==> config.mk <==
export PLATFORM = sky130hd
export DESIGN_NAME = cellular_automaton_generation_core
export DESIGN_NICKNAME = d
export VERILOG_FILES = /design/src/hdl/cagc_pkg.sv /design/src/hdl/cellular_automaton_generation_core.sv /design/src/hdl/cagc_ram.sv /design/src/hdl/cagc_scan.sv /design/src/hdl/cagc_nbhd.sv
export VERILOG_INCLUDE_DIRS = /design/src /design/src/hdl
export SDC_FILE = /design/constraint.sdc
export NUM_CORES = 2
export LEC_CHECK = 0
export ABC_CLOCK_PERIOD_IN_PS = 21000
export BUFFER_PORTS_ARGS = -buffer_cell sky130_fd_sc_hd__buf_2
export CAP_MARGIN = 40
export CORE_ASPECT_RATIO = 2
export CORE_MARGIN = 2
export CORE_UTILIZATION = 55
export CTS_CLUSTER_DIAMETER = 40
export DETAILED_ROUTE_END_ITERATION = 12
export PLACE_DENSITY = 0.78
export SLEW_MARGIN = 10
export SYNTH_ARGS = -nofsm -noshare
export SYNTH_HDL_FRONTEND = slang
export SYNTH_SLANG_ARGS = --single-unit
==> constraint.sdc <==
create_clock -name clk -period 21 [get_ports clk]
set_clock_uncertainty 0.15 [all_clocks]
set_input_delay 4.2 -clock clk [delete_from_list [all_inputs] [get_ports clk]]
set_output_delay 4.2 -clock clk [all_outputs]
set_load 0.03 [all_outputs]
==> src/hdl/cellular_automaton_generation_core_macros.svh <==
// Assertion helpers shared by the RTL files of the generation core.
// Both forms sample on the rising edge of clk and are switched off during rst.
`ifndef CELLULAR_AUTOMATON_GENERATION_CORE_MACROS_SVH
`define CELLULAR_AUTOMATON_GENERATION_CORE_MACROS_SVH

`ifndef SYNTHESIS

`define CAGC_ASSERT(lbl, prop, msg) \
  lbl: assert property (@(posedge clk) disable iff (rst) prop) \
    else $error(msg);

`define CAGC_NEVER(lbl, expr, msg) \
  lbl: assert property (@(posedge clk) disable iff (rst) !(expr)) \
    else $error(msg);

`else

`define CAGC_ASSERT(lbl, prop, msg)

`define CAGC_NEVER(lbl, expr, msg)

`endif

`endif

==> src/hdl/cagc_pkg.sv <==
`timescale 1ns / 1ps
`default_nettype none

package cagc_pkg;

  localparam int IDX_W      = 10;
  localparam int VAL_W      = 2;
  localparam int CELL_W     = 2;
  localparam int STATUS_W   = 2;
  localparam int CFG_IDX_W  = 3;
  localparam int CFG_DATA_W = 11;
  localparam int RAD_W      = 2;
  // Holds the first r old cells of a wrapped pass; r fits in RAD_W bits.
  localparam int SAVE_DEPTH = 4;
  localparam int SAVE_IDX_W = 2;

  localparam logic [CFG_IDX_W-1:0] REG_NUM_COLORS     = 3'd0;
  localparam logic [CFG_IDX_W-1:0] REG_RADIUS         = 3'd1;
  localparam logic [CFG_IDX_W-1:0] REG_WRAP_MODE      = 3'd2;
  localparam logic [CFG_IDX_W-1:0] REG_LATTICE_LENGTH = 3'd3;
  localparam logic [CFG_IDX_W-1:0] REG_RULE_ENTRIES   = 3'd4;

  typedef enum logic [1:0] {
    ACT_LOAD_RULE = 2'd0,
    ACT_LOAD_CELL = 2'd1,
    ACT_STEP      = 2'd2,
    ACT_READ      = 2'd3
  } action_t;

  typedef enum logic [STATUS_W-1:0] {
    STAT_OK    = 2'd0,
    STAT_RANGE = 2'd1,
    STAT_VALUE = 2'd2
  } status_t;

  typedef struct packed {
    action_t          action;
    logic [IDX_W-1:0] index;
    logic [VAL_W-1:0] value;
  } cmd_t;

  typedef struct packed {
    logic [VAL_W-1:0] read_value;
    status_t          status;
  } rsp_t;

  // Travels with each cell of a generation pass, read or replayed from a saved copy.
  typedef struct packed {
    logic                  valid;
    logic                  save;
    logic                  sub;
    logic                  emit;
    logic                  last;
    logic [SAVE_IDX_W-1:0] save_idx;
    logic [SAVE_IDX_W-1:0] sub_idx;
  } scan_tag_t;

  typedef struct packed {
    logic we;
    logic last;
  } gen_wr_t;

endpackage

`default_nettype wire

==> src/hdl/cellular_automaton_generation_core.sv <==
`timescale 1ns / 1ps
`default_nettype none

`include "cellular_automaton_generation_core_macros.svh"

// Loads and reads: the result item is registered and appears in the cycle after
// the item is accepted. Once its scan runs, a generation reads one cell per cycle
// through the cell memory read port, except the saved cells a wrapped pass replays;
// busy is high until its result appears. Results cannot be stalled.
// Synchronous reset restores the register defaults; rule and cell memories keep
// their contents and are undefined until written.
module cellular_automaton_generation_core #(
  parameter int LATTICE_CELLS = 64,
  parameter int RULE_DEPTH    = 1024,
  parameter int MAX_COLORS    = 4,
  parameter int MAX_RADIUS    = 2
) (
  input  logic                                clk,
  input  logic                                rst,
  input  logic                                start,
  input  cagc_pkg::cmd_t                      cmd,
  output logic                                busy,
  output logic                                done,
  output cagc_pkg::rsp_t                      rsp,
  input  logic                                cfg_we,
  input  logic [cagc_pkg::CFG_IDX_W-1:0]      cfg_index,
  input  logic [cagc_pkg::CFG_DATA_W-1:0]     cfg_wdata
);

  import cagc_pkg::*;

  localparam int CA_W = $clog2(LATTICE_CELLS);
  localparam int RA_W = $clog2(RULE_DEPTH);
  localparam int K_W  = $clog2(MAX_COLORS + 1);
  localparam int L_W  = $clog2(LATTICE_CELLS + 1);
  localparam int E_W  = $clog2(RULE_DEPTH + 1);

  localparam logic [K_W-1:0]   K_RST = K_W'(2);
  localparam logic [RAD_W-1:0] R_RST = RAD_W'((MAX_RADIUS < 1) ? 0 : 1);
  localparam logic [L_W-1:0]   L_RST = L_W'((LATTICE_CELLS < 64) ? LATTICE_CELLS : 64);
  localparam logic [E_W-1:0]   E_RST = E_W'((RULE_DEPTH < 8) ? RULE_DEPTH : 8);

  typedef enum logic {
    ST_IDLE,
    ST_GEN
  } state_t;

  // Registers hold the saturated values so no clamp sits on the item path.
  logic [K_W-1:0]   k_eff;
  logic [RAD_W-1:0] r_eff;
  logic             wrap;
  logic [L_W-1:0]   len_eff;
  logic [E_W-1:0]   ent_eff;

  logic [K_W-1:0]   k_wr;
  logic [RAD_W-1:0] r_wr;
  logic [L_W-1:0]   len_wr;
  logic [E_W-1:0]   ent_wr;
  int               v_k;
  int               v_r;
  int               v_len;
  int               v_ent;

  state_t  state;
  status_t status_q;
  logic    rd_ok_q;
  status_t chk;
  logic    acc;

  logic                cell_we;
  logic [CA_W-1:0]     cell_waddr;
  logic [CELL_W-1:0]   cell_wdata;
  logic                cell_re;
  logic [CA_W-1:0]     cell_raddr;
  logic [CELL_W-1:0]   cell_rdata;

  logic                rule_we;
  logic                rule_re;
  logic [RA_W-1:0]     rule_raddr;
  logic [CELL_W-1:0]   rule_rdata;

  logic                scan_rd_en;
  logic [CA_W-1:0]     scan_addr;
  scan_tag_t           scan_tag;
  logic [CA_W-1:0]     scan_idx;

  gen_wr_t             nb_wr;
  logic [CA_W-1:0]     nb_addr;
  logic [CELL_W-1:0]   nb_data;

  always_comb begin
    v_k   = int'(cfg_wdata[2:0]);
    v_r   = int'(cfg_wdata[1:0]);
    v_len = int'(cfg_wdata[6:0]);
    v_ent = int'(cfg_wdata[10:0]);
    k_wr   = K_W'((v_k < 2) ? 2 : ((v_k > MAX_COLORS) ? MAX_COLORS : v_k));
    r_wr   = RAD_W'((v_r > MAX_RADIUS) ? MAX_RADIUS : v_r);
    len_wr = L_W'((v_len < 1) ? 1 : ((v_len > LATTICE_CELLS) ? LATTICE_CELLS : v_len));
    ent_wr = E_W'((v_ent < 1) ? 1 : ((v_ent > RULE_DEPTH) ? RULE_DEPTH : v_ent));
  end

  always_ff @(posedge clk) begin
    if (rst) begin
      k_eff   <= K_RST;
      r_eff   <= R_RST;
      wrap    <= 1'b1;
      len_eff <= L_RST;
      ent_eff <= E_RST;
    end else if (cfg_we) begin
      case (cfg_index)
        REG_NUM_COLORS:     k_eff   <= k_wr;
        REG_RADIUS:         r_eff   <= r_wr;
        REG_WRAP_MODE:      wrap    <= cfg_wdata[0];
        REG_LATTICE_LENGTH: len_eff <= len_wr;
        REG_RULE_ENTRIES:   ent_eff <= ent_wr;
        default: ;
      endcase
    end
  end

  assign busy = (state == ST_GEN);
  assign acc  = start && !busy;

  // The index is checked before the value.
  always_comb begin
    case (cmd.action)
      ACT_LOAD_RULE: begin
        if (int'(cmd.index) >= int'(ent_eff)) begin
          chk = STAT_RANGE;
        end else if (int'(cmd.value) >= int'(k_eff)) begin
          chk = STAT_VALUE;
        end else begin
          chk = STAT_OK;
        end
      end
      ACT_LOAD_CELL: begin
        if (int'(cmd.index) >= int'(len_eff)) begin
          chk = STAT_RANGE;
        end else if (int'(cmd.value) >= int'(k_eff)) begin
          chk = STAT_VALUE;
        end else begin
          chk = STAT_OK;
        end
      end
      ACT_READ: begin
        chk = (int'(cmd.index) >= int'(len_eff)) ? STAT_RANGE : STAT_OK;
      end
      default: begin
        chk = STAT_OK;
      end
    endcase
  end

  always_comb begin
    rule_we    = acc && (cmd.action == ACT_LOAD_RULE) && (chk == STAT_OK);
    cell_we    = (acc && (cmd.action == ACT_LOAD_CELL) && (chk == STAT_OK)) || nb_wr.we;
    cell_waddr = nb_wr.we ? nb_addr : CA_W'(cmd.index);
    cell_wdata = nb_wr.we ? nb_data : cmd.value;
    cell_re    = (acc && (cmd.action == ACT_READ) && (chk == STAT_OK)) || scan_rd_en;
    cell_raddr = scan_rd_en ? scan_addr : CA_W'(cmd.index);

    rsp.read_value = rd_ok_q ? cell_rdata : '0;
    rsp.status     = status_q;
  end

  always_ff @(posedge clk) begin
    if (rst) begin
      state    <= ST_IDLE;
      done     <= 1'b0;
      rd_ok_q  <= 1'b0;
      status_q <= STAT_OK;
    end else begin
      done    <= 1'b0;
      rd_ok_q <= 1'b0;
      case (state)
        ST_IDLE: begin
          if (acc) begin
            if (cmd.action == ACT_STEP) begin
              state <= ST_GEN;
            end else begin
              done     <= 1'b1;
              status_q <= chk;
              rd_ok_q  <= (cmd.action == ACT_READ) && (chk == STAT_OK);
            end
          end
        end
        ST_GEN: begin
          if (nb_wr.we && nb_wr.last) begin
            done     <= 1'b1;
            status_q <= STAT_OK;
            state    <= ST_IDLE;
          end
        end
        default: begin
          state <= ST_IDLE;
        end
      endcase
    end
  end

  cagc_ram #(
    .WIDTH (CELL_W),
    .DEPTH (RULE_DEPTH)
  ) u_rule_ram (
    .clk   (clk),
    .we    (rule_we),
    .waddr (RA_W'(cmd.index)),
    .wdata (cmd.value),
    .re    (rule_re),
    .raddr (rule_raddr),
    .rdata (rule_rdata)
  );

  cagc_ram #(
    .WIDTH (CELL_W),
    .DEPTH (LATTICE_CELLS)
  ) u_cell_ram (
    .clk   (clk),
    .we    (cell_we),
    .waddr (cell_waddr),
    .wdata (cell_wdata),
    .re    (cell_re),
    .raddr (cell_raddr),
    .rdata (cell_rdata)
  );

  cagc_scan #(
    .LATTICE_CELLS (LATTICE_CELLS)
  ) u_scan (
    .clk      (clk),
    .rst      (rst),
    .go       (acc && (cmd.action == ACT_STEP)),
    .len_eff  (len_eff),
    .r_eff    (r_eff),
    .wrap     (wrap),
    .rd_en    (scan_rd_en),
    .rd_addr  (scan_addr),
    .tag      (scan_tag),
    .cell_idx (scan_idx)
  );

  cagc_nbhd #(
    .LATTICE_CELLS (LATTICE_CELLS),
    .RULE_DEPTH    (RULE_DEPTH),
    .MAX_COLORS    (MAX_COLORS),
    .MAX_RADIUS    (MAX_RADIUS)
  ) u_nbhd (
    .clk        (clk),
    .rst        (rst),
    .r_eff      (r_eff),
    .k_eff      (k_eff),
    .ent_eff    (ent_eff),
    .tag        (scan_tag),
    .tag_idx    (scan_idx),
    .cell_rdata (cell_rdata),
    .rule_re    (rule_re),
    .rule_raddr (rule_raddr),
    .rule_rdata (rule_rdata),
    .wr         (nb_wr),
    .wr_addr    (nb_addr),
    .wr_data    (nb_data)
  );

  `CAGC_NEVER(a_done_not_busy, done && busy, "result item shown while a generation runs")
  `CAGC_ASSERT(a_short_done, (start && !busy && (cmd.action != ACT_STEP)) |=> done, "load or read item gave no result")
  `CAGC_ASSERT(a_gen_busy, (start && !busy && (cmd.action == ACT_STEP)) |=> busy, "generation did not start")
  `CAGC_NEVER(a_gen_wr_idle, nb_wr.we && !busy, "generation write outside a generation")

endmodule

`default_nettype wire

==> src/hdl/cagc_ram.sv <==
`timescale 1ns / 1ps
`default_nettype none

module cagc_ram #(
  parameter int WIDTH = 2,
  parameter int DEPTH = 64
) (
  input  logic                     clk,
  input  logic                     we,
  input  logic [$clog2(DEPTH)-1:0] waddr,
  input  logic [WIDTH-1:0]         wdata,
  input  logic                     re,
  input  logic [$clog2(DEPTH)-1:0] raddr,
  output logic [WIDTH-1:0]         rdata
);

  logic [WIDTH-1:0] mem [DEPTH];

  always_ff @(posedge clk) begin
    if (we) begin
      mem[waddr] <= wdata;
    end
    if (re) begin
      rdata <= mem[raddr];
    end
  end

endmodule

`default_nettype wire

==> src/hdl/cagc_scan.sv <==
`timescale 1ns / 1ps
`default_nettype none

`include "cellular_automaton_generation_core_macros.svh"

module cagc_scan #(
  parameter int LATTICE_CELLS = 64
) (
  input  logic                                   clk,
  input  logic                                   rst,
  input  logic                                   go,
  input  logic [$clog2(LATTICE_CELLS+1)-1:0]     len_eff,
  input  logic [cagc_pkg::RAD_W-1:0]             r_eff,
  input  logic                                   wrap,
  output logic                                   rd_en,
  output logic [$clog2(LATTICE_CELLS)-1:0]       rd_addr,
  output cagc_pkg::scan_tag_t                    tag,
  output logic [$clog2(LATTICE_CELLS)-1:0]       cell_idx
);

  import cagc_pkg::*;

  localparam int CA_W = $clog2(LATTICE_CELLS);
  localparam int L_W  = $clog2(LATTICE_CELLS + 1);
  localparam int C_W  = L_W + 1;

  typedef enum logic [1:0] {
    S_IDLE,
    S_PRE,
    S_RUN
  } state_t;

  state_t          state;
  logic [CA_W-1:0] pos;
  logic [C_W-1:0]  cnt;
  logic [RAD_W-1:0] pre_cnt;

  logic [C_W-1:0]  r_c;
  logic [C_W-1:0]  r2_c;
  logic [C_W-1:0]  len_c;
  logic [C_W-1:0]  total_m1;
  logic [CA_W-1:0] len_m1;
  logic            run;
  logic            s_sub;

  // The stream walks positions -r .. len-1+r once each. In wrap mode the
  // last r entries repeat the first r old cells, which are replayed from
  // saved copies because those cells have been rewritten by then.
  always_comb begin
    r_c      = C_W'(r_eff);
    r2_c     = C_W'(r_eff) << 1;
    len_c    = C_W'(len_eff);
    total_m1 = len_c + r2_c - C_W'(1);
    len_m1   = CA_W'(len_eff - L_W'(1));
    run      = (state == S_RUN);
    s_sub    = run && wrap && (cnt >= len_c + r_c) && (cnt >= r2_c);

    tag.valid    = run;
    tag.save     = run && (cnt >= r_c) && (cnt < r2_c);
    tag.save_idx = SAVE_IDX_W'(cnt - r_c);
    tag.sub      = s_sub;
    tag.sub_idx  = SAVE_IDX_W'(cnt - r_c - len_c);
    tag.emit     = run && (cnt >= r2_c);
    tag.last     = run && (cnt == total_m1);

    cell_idx = CA_W'(cnt - r2_c);
    rd_en    = run && !s_sub;
    rd_addr  = pos;
  end

  always_ff @(posedge clk) begin
    if (rst) begin
      state   <= S_IDLE;
      pos     <= '0;
      cnt     <= '0;
      pre_cnt <= '0;
    end else begin
      case (state)
        S_IDLE: begin
          if (go) begin
            pos     <= '0;
            cnt     <= '0;
            pre_cnt <= '0;
            state   <= (r_eff == '0) ? S_RUN : S_PRE;
          end
        end
        S_PRE: begin
          // Wrap mode starts at (-r) mod len, reached by r backward steps.
          if (wrap) begin
            pos <= (pos == '0) ? len_m1 : pos - CA_W'(1);
          end
          pre_cnt <= pre_cnt + RAD_W'(1);
          if (pre_cnt == r_eff - RAD_W'(1)) begin
            state <= S_RUN;
          end
        end
        S_RUN: begin
          cnt <= cnt + C_W'(1);
          if (wrap) begin
            pos <= (pos == len_m1) ? '0 : pos + CA_W'(1);
          end else if ((cnt >= r_c) && (pos != len_m1)) begin
            pos <= pos + CA_W'(1);
          end
          if (tag.last) begin
            state <= S_IDLE;
          end
        end
        default: begin
          state <= S_IDLE;
        end
      endcase
    end
  end

  `CAGC_NEVER(a_save_sub_excl, tag.save && tag.sub, "scan saves and replays in one cycle")
  `CAGC_NEVER(a_sub_needs_wrap, tag.sub && !wrap, "scan replays a saved cell in clamp mode")
  `CAGC_NEVER(a_emit_in_len, tag.emit && (L_W'(cell_idx) >= len_eff), "cell index beyond length")

endmodule

`default_nettype wire

==> src/hdl/cagc_nbhd.sv <==
`timescale 1ns / 1ps
`default_nettype none

module cagc_nbhd #(
  parameter int LATTICE_CELLS = 64,
  parameter int RULE_DEPTH    = 1024,
  parameter int MAX_COLORS    = 4,
  parameter int MAX_RADIUS    = 2
) (
  input  logic                                clk,
  input  logic                                rst,
  input  logic [cagc_pkg::RAD_W-1:0]          r_eff,
  input  logic [$clog2(MAX_COLORS+1)-1:0]     k_eff,
  input  logic [$clog2(RULE_DEPTH+1)-1:0]     ent_eff,
  input  cagc_pkg::scan_tag_t                 tag,
  input  logic [$clog2(LATTICE_CELLS)-1:0]    tag_idx,
  input  logic [cagc_pkg::CELL_W-1:0]         cell_rdata,
  output logic                                rule_re,
  output logic [$clog2(RULE_DEPTH)-1:0]       rule_raddr,
  input  logic [cagc_pkg::CELL_W-1:0]         rule_rdata,
  output cagc_pkg::gen_wr_t                   wr,
  output logic [$clog2(LATTICE_CELLS)-1:0]    wr_addr,
  output logic [cagc_pkg::CELL_W-1:0]         wr_data
);

  import cagc_pkg::*;

  localparam int CA_W  = $clog2(LATTICE_CELLS);
  localparam int RA_W  = $clog2(RULE_DEPTH);
  localparam int E_W   = $clog2(RULE_DEPTH + 1);
  localparam int WIN   = 2 * MAX_RADIUS + 1;
  localparam int DIG_W = (MAX_COLORS > 4) ? 3 : 2;
  localparam int NUM_W = WIN * DIG_W;
  localparam int CMP_W = (NUM_W > E_W) ? NUM_W : E_W;

  scan_tag_t       tag_q;
  logic [CA_W-1:0] idx_q;

  logic [CELL_W-1:0] win   [WIN];
  logic [CELL_W-1:0] saved [SAVE_DEPTH];
  logic [CELL_W-1:0] din;

  logic             s1_emit;
  logic             s1_last;
  logic [CA_W-1:0]  s1_idx;

  logic             h_valid;
  logic             h_last;
  logic [CA_W-1:0]  h_idx;
  logic [NUM_W-1:0] h_num;
  logic [NUM_W-1:0] acc;

  logic             r_valid;
  logic             r_last;
  logic             r_oor;
  logic [CA_W-1:0]  r_idx;
  logic [CMP_W-1:0] diff;
  logic             oor;

  // win[0] is the newest cell, the rightmost neighbor and least
  // significant digit; win[2r] is the leftmost neighbor.
  always_comb begin
    din = tag_q.sub ? saved[tag_q.sub_idx] : cell_rdata;
    acc = '0;
    for (int j = WIN - 1; j >= 0; j--) begin
      if (j <= 2 * int'(r_eff)) begin
        acc = NUM_W'(acc * k_eff) + NUM_W'(win[j]);
      end
    end
  end

  always_comb begin
    oor        = CMP_W'(h_num) >= CMP_W'(ent_eff);
    diff       = CMP_W'(ent_eff) - CMP_W'(h_num) - CMP_W'(1);
    rule_re    = h_valid;
    rule_raddr = diff[RA_W-1:0];
    wr.we      = r_valid;
    wr.last    = r_last;
    wr_addr    = r_idx;
    wr_data    = r_oor ? '0 : rule_rdata;
  end

  always_ff @(posedge clk) begin
    if (rst) begin
      tag_q   <= '0;
      s1_emit <= 1'b0;
      h_valid <= 1'b0;
      r_valid <= 1'b0;
    end else begin
      tag_q   <= tag;
      s1_emit <= tag_q.valid && tag_q.emit;
      h_valid <= s1_emit;
      r_valid <= h_valid;
    end
  end

  always_ff @(posedge clk) begin
    idx_q <= tag_idx;
    if (tag_q.valid) begin
      win[0] <= din;
      for (int j = 1; j < WIN; j++) begin
        win[j] <= win[j-1];
      end
      if (tag_q.save) begin
        saved[tag_q.save_idx] <= cell_rdata;
      end
    end
    s1_last <= tag_q.last;
    s1_idx  <= idx_q;
    h_num   <= acc;
    h_last  <= s1_last;
    h_idx   <= s1_idx;
    r_oor   <= oor;
    r_last  <= h_last;
    r_idx   <= h_idx;
  end

endmodule

`default_nettype wire

==> flow_metrics.tcl <==
set metrics [dict create \
    vdd_ir_drop_max_mv 0.0929 \
    synthToLayoutAreaGrowth_pct 10.1 \
    drtIter0Drc 7661 \
    die_x_um 307 \
    ctsLongestPathBuffers 4 \
    die_area_um2 187000 \
    core_um2 182000 \
    io_buffers 37 \
    cts_setup_buffers 0 \
    post_cts_resized 0 \
    multi_input_area_um2 30300 \
    slowest_stage "fa_1" \
    dp_hpwl_um 154000 \
    yosysMostFrequentCell "edfxtp_1" \
    synth.avg_cell_area_um2 16.9 \
    hold_viol_final 0 \
    r2r_setup_slack_ns 11.54 \
    setup_violations 0 \
    crit_type "flop to flop" \
    via_count 59753 \
    slew_headroom 0.151 \
    async_flop_share 0 \
    seq_area_um2 67900 \
    routed_wl_um 273000 \
    synth_warnings 0 \
    start_util 0.552 \
    grt_pass1_vias 61540 \
    outcome "complete, no violations" \
    tns_ns 0 \
    fin_crit_sh 0.451 \
    seq_area_frac_synth 0.675 \
    rsz0062_at_grt "no" \
    postCtsHoldBufs 0 \
    path_buf_inv 3 \
    period_needed_ns 9.46 \
    synth_nets 6143 \
    cp.required_ns 21.53 \
    ant_nets 0 \
    die_height_um 609 \
    grt_overflow 0 \
    root_buffer "clkbuf_16" \
    row_count 222 \
    hold_class "flop to flop" \
    cts_made_buffers 185 \
    grt_max_degree 251 \
    avgViaCountPerCell 7.24 \
    clk_latency_ns 0.85 \
    ys.flop_type "edfxtp_1" \
    cpMostUsedCell "ha_1" \
    yosysTopAreaCell "edfxtp_1" \
    synth.distinct_cells 76 \
    synthTopCellsByArea "edfxtp_1 (66%), mux4_2 (14%), nor4_1 (6.4%), clkbuf_1 (2.0%), dfxtp_1 (1.9%)" \
    gp_congestion 0.889 \
    synth_common_cells "edfxtp_1 (2198), nor4_1 (1028), mux4_2 (646)" \
    drive_gt1_frac 0.205 \
    cts_sinks 2295 \
    fin_util 0.608 \
    arrival_ns 10.00 \
    max_freq_mhz 106 \
    synth-edff-count 2198 \
    netlist.area_leader.share 0.655 \
    grt_pass1_wl_um 398000 \
    worstSetupEndpointType "flop" \
    p_per_area_nw_per_um2 93.9 \
    cp_slowest_stage_delay_ns 0.59 \
    total_power_mw 10.4 \
    slew_violations 0 \
    ys_seq_elements 2295 \
    tightest_slew_ns 1.27 \
    critPathLaunchType "flop" \
    syn-cell-area_um2 101000 \
    drc 0 \
    wire_per_inst_um 33.1 \
    path_clk_slew_ns 0.07 \
    syn_inst 5950 \
    h-tree-depth 4 \
    fill_cells 12106 \
    cp_max_fo 5 \
    dr.pass1.iters 6 \
    drv_cap 0 \
    io_pins 38 \
    finalNetCount 5935 \
    crit_family "adder cells" \
    antenna_found_initial 23 \
    grt_use_total 0.291 \
    cts_tree "yes" \
    leakagePower_nw 34.4 \
]
==> area by class of cell <==
cell class,count,area share
Antenna cell,21,0.000474
Clock buffer,222,0.0450
Clock inverter,102,0.00916
Inverter,103,0.00349
Multi-Input combinational cell,2925,0.273
Sequential cell,2295,0.613
Tap cell,2352,0.0265
Timing Repair Buffer,232,0.0297
==> report_power, final <==
group | switching [mW] | internal [mW]
combinational | 1.10 | 0.740
sequential | 0.0133 | 5.02
clock | 1.61 | 1.93
==> worst reg2reg max path, delay by kind of cell, from the launching register on <==
family,cells,cell delay [ns]
compound gates,9,1.60
xor+xnor,3,0.41
fa+ha+maj,12,4.48
buf+inv,3,0.25
flops,1,0.50
simple gates,9,1.94
==> cell usage in the layout (no fill, tap or decap), types with 27 or more instances in the layout <==
cell / count
a21oi_1: 78
and2_1: 37
buf_16: 61
buf_2: 39
buf_4: 87
clkbuf_16: 194
clkinv_1: 36
clkinv_2: 29
dfxtp_1: 97
edfxtp_1: 2198
fa_1: 27
ha_1: 132
inv_1: 102
mux2i_1: 136
mux4_2: 646
nand2_1: 199
nand2_4: 28
nand3_1: 41
nor2_1: 163
nor3_1: 30
nor4_1: 1028
o21ai_0: 31
xnor2_1: 50
==> logic make-up (layout without fill, tap and decap cells) <==
group,count (synthesis),after routing,synth area share
AOI/OAI and AO/OA,258,258,0.0172
xor gates and xnor gates,79,79,0.00714
adders and majority gates,162,162,0.0222
buffers and inverters,730,659,0.0284
DFF,2295,2295,0.675
muxes,789,789,0.159
other,0,21,0
and+or+nand+nor,1637,1637,0.0917
==> final timing paths <==
check                    from              end  cells after the start
max                  r_eff[0]  u_nbhd.h_num[9]                     36
min          u_nbhd.s1_idx[0]  u_nbhd.h_idx[0]                      0
max reg2reg          r_eff[0]  u_nbhd.h_num[9]                     36
min reg2reg  u_nbhd.s1_idx[0]  u_nbhd.h_idx[0]                      0
==> layer usage <==
layer | share of wire | GRT usage | wire (um) | vias up
li1 | - | - | - | 24197
met1 | 0.30 | 0.321 | 83300 | 30491
met2 | 0.51 | 0.493 | 140000 | 3968
met3 | 0.095 | 0.0580 | 25900 | 1087
met4 | 0.087 | 0.227 | 23700 | 10
met5 | 0.00027 | 0.000784 | 74 | -
==> state kept, by name (all words and copies together) (netlist names), 2 cells and up, named ones only <==
name / cells
u_nbhd.wr_addr: 6
status_q: 2
u_rule_ram.mem: 2048
u_nbhd.tag_q: 7
u_cell_ram.mem: 128
len_eff: 7
u_cell_ram.rdata: 2
u_nbhd.h_num: 10
u_scan.cnt: 8
u_nbhd.win: 10
u_nbhd.h_idx: 6
u_scan.state: 2
r_eff: 2
u_nbhd.saved: 8
ent_eff: 11
u_nbhd.idx_q: 6
u_scan.pre_cnt: 2
k_eff: 3
u_nbhd.s1_idx: 6
u_rule_ram.rdata: 2
u_scan.rd_addr: 6
==> through the flow <==
stage / cell area (um2) / std cells / worst slack (ns) / hold WS (ns)
2_1_floorplan: 101000 / 5950 / 12.68 / 0.160
3_3_place_gp: 103000 / 7807 / 10.71 / 0.161
3_5_place_dp: 105000 / 7901 / 11.31 / 0.164
4_1_cts: 111000 / 8225 / 11.43 / 0.154
5_1_grt: 111000 / 8245 / 10.83 / 0.161
6_report: 111000 / 8252 / 11.54 / 0.162
No activity file was read; power rests on OpenSTA's default activity.
